--- src/rtl/bpmd_pkg.sv ---
// Shared types, register indexes, operation codes and constants of the balance drive.
`default_nettype none

package bpmd_pkg;

	localparam int CFG_W = 10;
	localparam int IDX_W = 3;

	localparam logic [IDX_W-1:0] REG_SETPOINT   = 3'd0;
	localparam logic [IDX_W-1:0] REG_GAIN_P     = 3'd1;
	localparam logic [IDX_W-1:0] REG_GAIN_I     = 3'd2;
	localparam logic [IDX_W-1:0] REG_GAIN_D     = 3'd3;
	localparam logic [IDX_W-1:0] REG_GAIN_Q8    = 3'd4;
	localparam logic [IDX_W-1:0] REG_INT_LIMIT  = 3'd5;
	localparam logic [IDX_W-1:0] REG_DEAD_BAND  = 3'd6;
	localparam logic [IDX_W-1:0] REG_TILT_LIMIT = 3'd7;

	localparam logic [8:0] RST_SETPOINT   = 9'd0;
	localparam logic [3:0] RST_GAIN_P     = 4'd3;
	localparam logic [3:0] RST_GAIN_I     = 4'd1;
	localparam logic [3:0] RST_GAIN_D     = 4'd6;
	localparam logic [9:0] RST_GAIN_Q8    = 10'd358;
	localparam logic [7:0] RST_INT_LIMIT  = 8'd20;
	localparam logic [7:0] RST_DEAD_BAND  = 8'd30;
	localparam logic [7:0] RST_TILT_LIMIT = 8'd40;

	localparam logic [23:0] SUM_MAX = 24'h7F_FFFF;
	localparam logic [23:0] SUM_MIN = 24'h80_0000;

	localparam logic [7:0]         DUTY_FLOOR = 8'd100;
	localparam logic signed [10:0] DUTY_SPAN  = 11'sd155;
	localparam logic [7:0]         DUTY_FULL  = 8'hFF;

	// datapath operations, one per sequencer step
	localparam logic [2:0] OP_NONE = 3'd0;
	localparam logic [2:0] OP_P    = 3'd1;
	localparam logic [2:0] OP_I    = 3'd2;
	localparam logic [2:0] OP_D    = 3'd3;
	localparam logic [2:0] OP_G    = 3'd4;
	localparam logic [2:0] OP_DRV  = 3'd5;
	localparam logic [2:0] OP_NUM  = 3'd6;
	localparam logic [2:0] OP_DIV  = 3'd7;

	typedef struct packed {
		logic       capture;
		logic [2:0] op;
		logic       load_out;
	} cmd_t;

	typedef struct packed {
		logic short_path;
	} sts_t;

endpackage

`default_nettype wire

--- src/rtl/bpmd_ctrl.sv ---
// Sequencer of the balance drive: steps the shared multiplier, divider and result register.
`default_nettype none

module bpmd_ctrl (
	input  wire logic          clk,
	input  wire logic          arst_n,
	input  wire logic          in_valid,
	output logic               in_stall,
	output logic               out_valid,
	input  wire logic          out_stall,
	input  wire bpmd_pkg::sts_t sts,
	output bpmd_pkg::cmd_t     cmd
);

	localparam logic [3:0] ST_IDLE = 4'd0;
	localparam logic [3:0] ST_P    = 4'd1;
	localparam logic [3:0] ST_I    = 4'd2;
	localparam logic [3:0] ST_D    = 4'd3;
	localparam logic [3:0] ST_G    = 4'd4;
	localparam logic [3:0] ST_DRV  = 4'd5;
	localparam logic [3:0] ST_NUM  = 4'd6;
	localparam logic [3:0] ST_DIV  = 4'd7;
	localparam logic [3:0] ST_FIN  = 4'd8;

	logic [3:0] state_q;
	logic [2:0] step_q;
	logic       out_valid_q;
	logic       load;

	assign in_stall  = (state_q != ST_IDLE);
	assign out_valid = out_valid_q;
	assign load      = (state_q == ST_FIN) && (!out_valid_q || !out_stall);

	always_comb begin
		cmd.capture  = (state_q == ST_IDLE) && in_valid;
		cmd.load_out = load;
		case (state_q)
			ST_P:    cmd.op = bpmd_pkg::OP_P;
			ST_I:    cmd.op = bpmd_pkg::OP_I;
			ST_D:    cmd.op = bpmd_pkg::OP_D;
			ST_G:    cmd.op = bpmd_pkg::OP_G;
			ST_DRV:  cmd.op = bpmd_pkg::OP_DRV;
			ST_NUM:  cmd.op = bpmd_pkg::OP_NUM;
			ST_DIV:  cmd.op = bpmd_pkg::OP_DIV;
			default: cmd.op = bpmd_pkg::OP_NONE;
		endcase
	end

	always_ff @(posedge clk or negedge arst_n) begin
		if (!arst_n) begin
			state_q     <= ST_IDLE;
			step_q      <= '0;
			out_valid_q <= 1'b0;
		end else begin
			if (load)
				out_valid_q <= 1'b1;
			else if (!out_stall)
				out_valid_q <= 1'b0;

			case (state_q)
				ST_IDLE: if (in_valid) state_q <= ST_P;
				ST_P:    state_q <= ST_I;
				ST_I:    state_q <= ST_D;
				ST_D:    state_q <= ST_G;
				ST_G:    state_q <= ST_DRV;
				ST_DRV: begin
					state_q <= sts.short_path ? ST_FIN : ST_NUM;
				end
				ST_NUM: begin
					state_q <= ST_DIV;
					step_q  <= 3'd7;
				end
				ST_DIV: begin
					step_q <= step_q - 3'd1;
					if (step_q == 3'd0)
						state_q <= ST_FIN;
				end
				ST_FIN: if (load) state_q <= ST_IDLE;
				default: state_q <= ST_IDLE;
			endcase
		end
	end

endmodule

`default_nettype wire

--- src/rtl/bpmd_dp.sv ---
// Datapath of the balance drive: registers, PID state, shared multiplier, duty divider.
`default_nettype none

module bpmd_dp (
	input  wire logic                         clk,
	input  wire logic                         arst_n,
	input  wire logic                         cfg_we,
	input  wire logic [bpmd_pkg::IDX_W-1:0]   cfg_index,
	input  wire logic [bpmd_pkg::CFG_W-1:0]   cfg_data,
	input  wire logic signed [8:0]            pitch_deg,
	input  wire bpmd_pkg::cmd_t               cmd,
	output bpmd_pkg::sts_t                    sts,
	output logic                              forward,
	output logic [7:0]                        duty,
	output logic                              tilted_out
);

	logic signed [8:0] setpoint_q;
	logic [3:0]        gain_p_q, gain_i_q, gain_d_q;
	logic [9:0]        gain_q8_q;
	logic [7:0]        int_limit_q, dead_band_q, tilt_limit_q;

	logic signed [23:0] sum_q;
	logic signed [9:0]  prev_q;

	logic signed [9:0]  err_q;
	logic               tilted_q;
	logic signed [10:0] diff_q;
	logic signed [16:0] acc_q;
	logic signed [27:0] prod_q;
	logic [7:0]         mag_q;
	logic               fwd_q;
	logic               short_q;
	logic [7:0]         sduty_q;
	logic [15:0]        rem_q;
	logic [15:0]        den_sh_q;
	logic [7:0]         quot_q;

	logic signed [9:0]  err_w;
	logic signed [9:0]  p10, t10, psum;
	logic               tilted_w;
	logic signed [24:0] sum_next;
	logic signed [23:0] lim_s;
	logic signed [8:0]  iclamp;
	logic signed [16:0] ma;
	logic signed [10:0] mb;
	logic signed [27:0] prod;
	logic signed [27:0] biased;
	logic signed [19:0] scaled;
	logic signed [8:0]  cl, ncl;
	logic [7:0]         mag_w;
	logic               fwd_w;
	logic               below;
	logic [7:0]         den;

	always_ff @(posedge clk or negedge arst_n) begin
		if (!arst_n) begin
			setpoint_q   <= bpmd_pkg::RST_SETPOINT;
			gain_p_q     <= bpmd_pkg::RST_GAIN_P;
			gain_i_q     <= bpmd_pkg::RST_GAIN_I;
			gain_d_q     <= bpmd_pkg::RST_GAIN_D;
			gain_q8_q    <= bpmd_pkg::RST_GAIN_Q8;
			int_limit_q  <= bpmd_pkg::RST_INT_LIMIT;
			dead_band_q  <= bpmd_pkg::RST_DEAD_BAND;
			tilt_limit_q <= bpmd_pkg::RST_TILT_LIMIT;
		end else if (cfg_we) begin
			case (cfg_index)
				bpmd_pkg::REG_SETPOINT:   setpoint_q   <= cfg_data[8:0];
				bpmd_pkg::REG_GAIN_P:     gain_p_q     <= cfg_data[3:0];
				bpmd_pkg::REG_GAIN_I:     gain_i_q     <= cfg_data[3:0];
				bpmd_pkg::REG_GAIN_D:     gain_d_q     <= cfg_data[3:0];
				bpmd_pkg::REG_GAIN_Q8:    gain_q8_q    <= cfg_data[9:0];
				bpmd_pkg::REG_INT_LIMIT:  int_limit_q  <= cfg_data[7:0];
				bpmd_pkg::REG_DEAD_BAND:  dead_band_q  <= cfg_data[7:0];
				bpmd_pkg::REG_TILT_LIMIT: tilt_limit_q <= cfg_data[7:0];
				default: ;
			endcase
		end
	end

	// error and tilt window at capture
	assign err_w    = {setpoint_q[8], setpoint_q} - {pitch_deg[8], pitch_deg};
	assign p10      = {pitch_deg[8], pitch_deg};
	assign t10      = {2'b00, tilt_limit_q};
	assign psum     = p10 + t10;
	assign tilted_w = (psum <= 10'sd0) || (p10 >= t10);

	assign sum_next = {sum_q[23], sum_q} + {{15{err_q[9]}}, err_q};

	// integral input held to +/- limit
	assign lim_s = {16'b0, int_limit_q};
	always_comb begin
		if (sum_q > lim_s)
			iclamp = {1'b0, int_limit_q};
		else if (sum_q < -lim_s)
			iclamp = -{1'b0, int_limit_q};
		else
			iclamp = sum_q[8:0];
	end

	always_comb begin
		case (cmd.op)
			bpmd_pkg::OP_P: begin
				ma = {{7{err_q[9]}}, err_q};
				mb = {7'b0, gain_p_q};
			end
			bpmd_pkg::OP_I: begin
				ma = {{8{iclamp[8]}}, iclamp};
				mb = {7'b0, gain_i_q};
			end
			bpmd_pkg::OP_D: begin
				ma = {{6{diff_q[10]}}, diff_q};
				mb = {7'b0, gain_d_q};
			end
			bpmd_pkg::OP_G: begin
				ma = acc_q;
				mb = {1'b0, gain_q8_q};
			end
			bpmd_pkg::OP_NUM: begin
				ma = {9'b0, 8'(mag_q - dead_band_q)};
				mb = bpmd_pkg::DUTY_SPAN;
			end
			default: begin
				ma = '0;
				mb = '0;
			end
		endcase
	end

	assign prod = ma * mb;

	// divide by 256 toward zero, clamp, negate, window
	assign biased = prod_q[27] ? prod_q + 28'sd255 : prod_q;
	assign scaled = biased[27:8];
	always_comb begin
		if (scaled > 20'sd255)
			cl = 9'sd255;
		else if (scaled < -20'sd255)
			cl = -9'sd255;
		else
			cl = scaled[8:0];
	end
	assign ncl   = -cl;
	assign mag_w = tilted_q ? 8'd0 : (cl[8] ? ncl[7:0] : cl[7:0]);
	assign fwd_w = tilted_q || cl[8] || (cl == 9'sd0);
	assign below = mag_w < dead_band_q;
	assign sts.short_path = below || (dead_band_q == 8'hFF);

	assign den = 8'hFF - dead_band_q;

	// PID state
	always_ff @(posedge clk or negedge arst_n) begin
		if (!arst_n) begin
			sum_q  <= '0;
			prev_q <= '0;
		end else if (cmd.op == bpmd_pkg::OP_P) begin
			if (sum_next[24] != sum_next[23])
				sum_q <= sum_next[24] ? bpmd_pkg::SUM_MIN : bpmd_pkg::SUM_MAX;
			else
				sum_q <= sum_next[23:0];
			prev_q <= err_q;
		end
	end

	always_ff @(posedge clk) begin
		if (cmd.capture) begin
			err_q    <= err_w;
			tilted_q <= tilted_w;
		end
		case (cmd.op)
			bpmd_pkg::OP_P: begin
				acc_q  <= prod[16:0];
				diff_q <= {err_q[9], err_q} - {prev_q[9], prev_q};
			end
			bpmd_pkg::OP_I: acc_q <= acc_q + prod[16:0];
			bpmd_pkg::OP_D: acc_q <= acc_q + prod[16:0];
			bpmd_pkg::OP_G: prod_q <= prod;
			bpmd_pkg::OP_DRV: begin
				mag_q   <= mag_w;
				fwd_q   <= fwd_w;
				short_q <= sts.short_path;
				sduty_q <= below ? 8'd0 : bpmd_pkg::DUTY_FULL;
			end
			bpmd_pkg::OP_NUM: begin
				rem_q    <= prod[15:0];
				den_sh_q <= {1'b0, den, 7'b0};
				quot_q   <= '0;
			end
			bpmd_pkg::OP_DIV: begin
				// restoring step, one quotient bit
				if (rem_q >= den_sh_q) begin
					rem_q  <= rem_q - den_sh_q;
					quot_q <= {quot_q[6:0], 1'b1};
				end else begin
					quot_q <= {quot_q[6:0], 1'b0};
				end
				den_sh_q <= {1'b0, den_sh_q[15:1]};
			end
			default: ;
		endcase
		if (cmd.load_out) begin
			forward    <= fwd_q;
			tilted_out <= tilted_q;
			duty       <= short_q ? sduty_q : bpmd_pkg::DUTY_FLOOR + quot_q;
		end
	end

endmodule

`default_nettype wire

--- src/rtl/balance_pid_motor_drive.sv ---
// Top level of the balance PID motor drive: sequencer, datapath and checks.
//
//  channel  | handshake           | payload
//  ---------+---------------------+------------------------------------------
//  in       | in_valid / in_stall | pitch_deg[8:0] signed
//  out      | out_valid/out_stall | forward, duty[7:0], tilted_out
//  cfg      | cfg_we              | cfg_index[2:0], cfg_data[9:0]
//
// One item at a time: the next is accepted once the current result is loaded,
// whether dead band settles the duty or it needs the 8-step restoring divider.
// The P, I, D and gain products share one 17x11 multiplier, one per cycle.
// The result register holds a beat under out_stall; the next item computes
// meanwhile and waits at its end until the register frees.
// Reset loads the register defaults and clears the error sum and last error.
`default_nettype none

module balance_pid_motor_drive (
	input  wire logic                       clk,
	input  wire logic                       arst_n,
	input  wire logic                       cfg_we,
	input  wire logic [bpmd_pkg::IDX_W-1:0] cfg_index,
	input  wire logic [bpmd_pkg::CFG_W-1:0] cfg_data,
	input  wire logic                       in_valid,
	output logic                            in_stall,
	input  wire logic signed [8:0]          pitch_deg,
	output logic                            out_valid,
	input  wire logic                       out_stall,
	output logic                            forward,
	output logic [7:0]                      duty,
	output logic                            tilted_out
);

	bpmd_pkg::cmd_t cmd;
	bpmd_pkg::sts_t sts;

	bpmd_ctrl u_ctrl (
		.clk       (clk),
		.arst_n    (arst_n),
		.in_valid  (in_valid),
		.in_stall  (in_stall),
		.out_valid (out_valid),
		.out_stall (out_stall),
		.sts       (sts),
		.cmd       (cmd)
	);

	bpmd_dp u_dp (
		.clk        (clk),
		.arst_n     (arst_n),
		.cfg_we     (cfg_we),
		.cfg_index  (cfg_index),
		.cfg_data   (cfg_data),
		.pitch_deg  (pitch_deg),
		.cmd        (cmd),
		.sts        (sts),
		.forward    (forward),
		.duty       (duty),
		.tilted_out (tilted_out)
	);

	// an accepted beat blocks the next one until its work is done
	a_accept_blocks: assert property (@(posedge clk) disable iff (!arst_n)
		(in_valid && !in_stall) |=> in_stall)
		else $error("input accepted on back-to-back cycles");

	// a tilted beat drives zero: forward, stopped or floor duty
	a_tilt_zero: assert property (@(posedge clk) disable iff (!arst_n)
		(out_valid && tilted_out) |-> (forward && (duty == 8'd0 || duty == 8'd100)))
		else $error("tilted beat with nonzero drive");

	// a load never lands on a result that is still held
	a_no_overwrite: assert property (@(posedge clk) disable iff (!arst_n)
		(out_valid && out_stall && cmd.load_out) |-> 1'b0)
		else $error("result register overwritten under stall");

endmodule

`default_nettype wire

--- config.mk ---
export PLATFORM = sky130hd
export DESIGN_NAME = balance_pid_motor_drive
export DESIGN_NICKNAME = d
export VERILOG_FILES = /design/src/rtl/bpmd_pkg.sv /design/src/rtl/bpmd_ctrl.sv /design/src/rtl/bpmd_dp.sv /design/src/rtl/balance_pid_motor_drive.sv
export SDC_FILE = /design/constraint.sdc
export NUM_CORES = 1
export LEC_CHECK = 0
export ABC_AREA = 1
export BUFFER_PORTS_ARGS = -buffer_cell sky130_fd_sc_hd__buf_2
export CAP_MARGIN = 20
export CELL_PAD_IN_SITES_DETAIL_PLACEMENT = 0
export CELL_PAD_IN_SITES_GLOBAL_PLACEMENT = 1
export CORE_MARGIN = 1
export CORE_UTILIZATION = 50
export CTS_CLUSTER_SIZE = 40
export DETAILED_ROUTE_END_ITERATION = 7
export PLACE_DENSITY = 0.89
export SLEW_MARGIN = 0
export SYNTH_ARGS = -nofsm -noshare
export SYNTH_HDL_FRONTEND = slang
export SYNTH_SLANG_ARGS = --single-unit
--- constraint.sdc ---
create_clock -name clk -period 26.7 [get_ports clk]
set_input_delay 5.34 -clock clk [delete_from_list [all_inputs] [get_ports clk]]
set_output_delay 5.34 -clock clk [all_outputs]
set_load 0.03 [all_outputs]
# ---- After elaboration in Yosys (flattened, before gate mapping)
# Index checks and enable logic that the tools add are counted.
dict set report classes {
  add_sub_neg 14
  multipliers 1
  n_lt_le_gt_ge 8
  eq_ne 29
  n_mux 28
  reduce_logical 28
}
# operator n
set ops {}
lappend ops {{$pmux W17 S5} 1}
lappend ops {{$pmux W16 S2} 2}
lappend ops {{$pmux W10 S5} 1}
lappend ops {{$mux W24} 2}
lappend ops {{$mux W9} 4}
lappend ops {{$pmux W4 S9} 1}
lappend ops {{$pmux W17 S2} 1}
lappend ops {{$mux W8} 4}
lappend ops {{$add A28 B9 Y28 const B} 1}
lappend ops {{$mul A17 B11 Y28} 1}
lappend ops {{$mux W28} 1}
lappend ops {{$add A24 B10 Y25} 1}
lappend ops {{$eq A3 B3 Y1 const B} 8}
lappend ops {{$gt A24 B9 Y1} 1}
lappend ops {{$lt A24 B24 Y1} 1}
lappend ops {{$neg A8 Y24} 1}
lappend ops {{$pmux W3 S7} 1}
lappend ops {{$gt A20 B9 Y1 const B} 1}
lappend ops {{$lt A20 B9 Y1 const B} 1}
lappend ops {{$reduce_and A2 Y1} 9}
lappend ops {{$add A17 B17 Y17} 1}
lappend ops {{$eq A4 B3 Y1 const B} 4}
lappend ops {{$ge A16 B16 Y1} 1}
lappend ops {{$mux W16} 1}
lappend ops {{other kinds (36)} 58}
dict set report totals {
  register_bits 232
  in_bits 27
  output_inout_bits 12
  wordCells 136
}

# ---- Longest topological paths before layout
dict set report logic_depth {
  word_depth 12
  mapped_depth 47
  depth_no_buf 46
}

# ---- Modules after synthesis
# Synthesis repeated with hierarchy kept, for this count alone.
dict set report hier_totals {
  hier_cells 2585
  area_unflattened_um2 21418.0
}
# module instances cells_each area_per_inst_um2 seq_area_each_um2
set by_module_without_submodules {}
lappend by_module_without_submodules {bpmd_dp 1 2520 20940.1 6063.3}
lappend by_module_without_submodules {bpmd_ctrl 1 65 478.0 200.2}

# ---- Worst setup path before layout
# Ideal clock, no wire load.
dict set report synth_path {
  kind {register -> register}
  from {register u_dp.int_limit_q[0]}
  to {register u_dp.acc_q[16], data pin}
  setup_ns 0.262
  t_arrival_ns 8.277
  required_time_ns 26.438
  path_slack_ns 18.161
  stages_incl_launch_ff 44
  n_path_buf 1
  synth_period_minus_slack_ns 8.539
  path_cell_list {dfrtp_1 > inv_1 > ha_1 > nand2_1 > nor4_1 > nand2_1 > nor2_1 > ha_1 > nand2_1 > o21ai_1 > nor3b_1 > a2111oi_0 > nand3_1 > nand2_1 > nand2_1 > buf_2 > o211ai_1 > o211ai_1 > [8 not listed] > fa_1 > inv_1 > fa_1 > fa_1 > ha_1 > nand2_1 > o21ai_0 > a31oi_1 > o21ai_0 > xor2_1 > ha_1 > nand2_1 > nor2_1 > a211oi_1 > o21ai_0 > or2_2 > nand3_1 > xnor2_1}
}
dict set report synth_between {
  elab_chain_len 8
  word_cells_on_any_way 10
  cone_classes {3 x add/sub; 1 x mul; 2 x order compare; 4 x mux}
}
# element line
set synth_lines {}
lappend synth_lines {{start, declared} bpmd_dp.sv:21} ;# logic [7:0] int_limit_q, dead_band_q, tilt_limit_q;
lappend synth_lines {{start signal, assigned} bpmd_dp.sv:63} ;# int_limit_q <= bpmd_pkg::RST_INT_LIMIT;
lappend synth_lines {{start signal, assigned} bpmd_dp.sv:73} ;# bpmd_pkg::REG_INT_LIMIT: int_limit_q <= cfg_data[7:0];
lappend synth_lines {{$neg A8 Y24} bpmd_dp.sv:95} ;# else if (sum_q < -lim_s)
lappend synth_lines {{$lt A24 B24 Y1} bpmd_dp.sv:95}
lappend synth_lines {{$mux W9} bpmd_dp.sv:95}
lappend synth_lines {{$mux W9 (*)} bpmd_dp.sv:93} ;# if (sum_q > lim_s)
lappend synth_lines {{$pmux W17 S5 (*)} bpmd_dp.sv:102} ;# case (cmd.op)
lappend synth_lines {{$mul A17 B11 Y28 (*)} bpmd_dp.sv:130} ;# assign prod = ma * mb;
lappend synth_lines {{named net u_dp.prod[14]} bpmd_dp.sv:47} ;# logic signed [27:0] prod;
lappend synth_lines {{$add A17 B17 Y17 (*)} {bpmd_dp.sv:175, bpmd_dp.sv:176}}
lappend synth_lines {{$pmux W17 S2 (*)} bpmd_dp.sv:170} ;# case (cmd.op)
lappend synth_lines {{end signal, assigned} bpmd_dp.sv:172} ;# acc_q <= prod[16:0];
lappend synth_lines {{end signal, assigned} bpmd_dp.sv:175} ;# bpmd_pkg::OP_I: acc_q <= acc_q + prod[16:0];
lappend synth_lines {{end signal, assigned} bpmd_dp.sv:176} ;# bpmd_pkg::OP_D: acc_q <= acc_q + prod[16:0];
lappend synth_lines {{end, declared} bpmd_dp.sv:29} ;# logic signed [16:0] acc_q;
# Mark *: on every way through the listed nets, which the timed path passes. The rest lies on a longest branch.
# A chain may end at the register's enable or synchronous reset.

# ---- Final worst setup path
# Ends and elaborated chain as after synthesis.

==> out/qor.txt <==
status: finished, violations left
failing checks: design-rule violations
clk_lat worst skew: 560 ps
vias in the first global route: 17000
DP Wirelength: 42400 um
ANT cells: 0
Worst Reg2Reg Path Length in Cells: 45
syn nets: 2939
initial antenna violation count: 2
first-pass GRT wire length: 87700 um
Core Region: 41200 um^2
Crit path top cell by count: nand2_1
final hold viol count: 0
Rel. slew slack: 30.7%
post-synth top area share: 18.1%
number of routed nets with antenna violations: 0
TritonCTS clock tree: yes
setup TNS: 0 ps
Initial Utilization: 51.1%
total grt overflow: 0
most frequent cells in the layout: nand2_1, inv_1, nor2_1
Setup CP Type: flop to flop
Slew @ Worst Pin: 1040 ps
RSZ-0062 raised after global routing: false
Clock Path Buffers: 3
Vias/cell: 5.42
Unique masters post-synth: 61
Nets: 2974
die extent in y: 207 um
largest area contributor in the netlist: edfxtp_1
Clock transition at path regs: 60 ps
Pleak: 11.3 nW
EDFF count, synth: 127
clk_skew: 8.00 ps
met1 Use GR: 36.4%
ratio of final minimum period to clock period: 37.0%
CTS Buf Count: 27
Total Routing Usage GR: 25.6%
cts repair resizes: 0
Mapped Cells: 2546
max_cap viols: 0
critical path launch point type: flop
hold_ws: 420 ps
CP Data Arrival Time: 10200 ps
max-slew violations: 0
GP Congestion: 0.909
Area Overhead vs Synth: 8.25%
DRT iter0 DRCs: 1322
hold_buf cts: 0
row cnt: 74
post-synthesis async set-or-reset flop share: 43.3%
Worst Setup End Kind: flop
GR Util met2: 41.3%
syn avg cell area: 8.26 um^2
Die Area: 42900 um^2
CP Max Fanout: 15
Yosys reg bits: 224
largest net degree at the start of global routing: 54
worst hold path type: flop to flop
Min-Delay Path Depth: 0
most utilized layer in the global route result: met2
wire length per cell: 16.9 um
Post-CTS Repair Setup Buffers: 0
Main synth FF type: edfxtp_1
Seq/Total Area, Yosys: 29.8%
Final setup viols: 0
DR pass1 iterations: 7
fmax: 0.101 GHz
grt met3 use: 2.59%
# IOs: 39
detailed-route DRC error count: 4
layout cells sized above 1: 6.26%
DRT Wirelength: 53100 um
CTS sink count: 224
most common cell after layout, fill and taps aside: nand2_1
# port buffers: 38
vias: 17000
cells taking the most area after synthesis: edfxtp_1, fa_1, ha_1, dfrtp_1, nand2_1
PD cells: 130 nW/um^2
cell area after synthesis: 21000 um^2
Required @ worst endpoint: 27010 ps
Peak VDD IR: 0.0000648 V
post-layout min period: 9890 ps
Yosys warnings: 0
htree depth: 1
Crit-path slowest cell: fa_1
CP peak stage delay: 540 ps
clk root buf: clkbuf_16
die width: 207 um
power by group:
group / switching [mW] / total [mW] / internal [mW]
combinational: 1.23 / 1.88 / 0.654
sequential: 0.0973 / 0.670 / 0.573
clock: 0.161 / 0.397 / 0.236
total: 1.49 / 2.95 / 1.46
final timing paths:
check                                           startpoint                                to  slack (ps)
max                        u_dp.int_limit_q[0]$_DFFE_PN0P_          u_dp.acc_q[16]$_DFFE_PP_       16810
min                                   u_dp.fwd_q$_DFFE_PN_            u_dp.forward$_DFFE_PP_         420
max reg2reg                u_dp.int_limit_q[0]$_DFFE_PN0P_          u_dp.acc_q[16]$_DFFE_PP_       16810
min reg2reg                           u_dp.fwd_q$_DFFE_PN_            u_dp.forward$_DFFE_PP_         420
max in group asynchronous                           arst_n   u_dp.dead_band_q[7]$_DFFE_PN0P_       20700
min in group asynchronous                           arst_n  u_dp.tilt_limit_q[7]$_DFFE_PN0P_        4820
sequential cells by signal (all words and copies together), names as in the netlist, 8 cells and up:
signal,count
u_dp.acc_q,17
u_dp.gain_q8_q,10
u_dp.err_q,10
u_dp.mag_q,8
u_dp.tilt_limit_q,8
u_dp.dead_band_q,8
u_dp.prod_q,28
u_dp.setpoint_q,9
u_dp.int_limit_q,8
u_dp.sum_q,24
u_dp.quot_q,8
u_dp.rem_q,16
u_dp.den_sh_q,15
u_dp.diff_q,11
u_dp.duty,8
u_dp.prev_q,10
cell usage after synthesis (12+ instances only):
library cell / count
dfrtp_1: 79
nand3_1: 65
xnor2_1: 38
nor3_1: 25
nand2_1: 519
nor2_1: 216
o211ai_1: 12
clkbuf_1: 34
a31oi_1: 14
fa_1: 160
o21ai_0: 166
xor2_1: 57
edfxtp_1: 127
nand2_2: 12
dfstp_2: 18
nand4_1: 28
inv_1: 486
ha_1: 206
a21oi_1: 164
kinds of logic after synthesis:
group / after synthesis / synth area share (%)
adders and majority gates: 366 / 27.5
muxes: 1 / 0.0535
DFF: 224 / 29.8
AOI/OAI and AO/OA: 426 / 11.3
xor gates and xnor gates: 95 / 3.96
buffers and inverters: 536 / 9.67
and+or+nand+nor: 898 / 17.8
metal layers:
metal | vias up | share of wire [%]
li1 | 8269 | -
met1 | 8179 | 47
met2 | 461 | 45
met3 | 81 | 5.4
met4 | 0 | 2.9
met5 | - | 0
critical path, delay by kind of cell (launching register included):
family	cells	cell delay [ps]
AO/OA/AOI/OAI	11	2070
XOR/XNOR	2	520
adder cells (fa/ha/maj)	9	3420
buffers and inverters	7	590
flip-flops	1	420
AND/OR/NAND/NOR	16	2600
cell type report:
cell class	count	area, um^2
timing repair buffer	48	272
fill	3772	18400
clock inverter	19	239
inverter	494	1860
clock buffer	31	724
sequential	224	6260
multi-input combinational	1786	12700
tap	532	666
stage by stage:
stage	instance area (um^2)	cells	setup slack, ps	utilization (%)	power [mW]
detailed placement	21800	3084	16990	52.9	2.53
floorplan	21000	2546	18160	-	2.06
finish	22800	3134	16810	55.3	2.95
global route	22800	3134	16080	55.3	3.25
global placement	21800	3083	17250	52.9	2.48
CTS	22800	3134	16940	55.3	2.95
No activity file was read; power rests on OpenSTA's default activity.
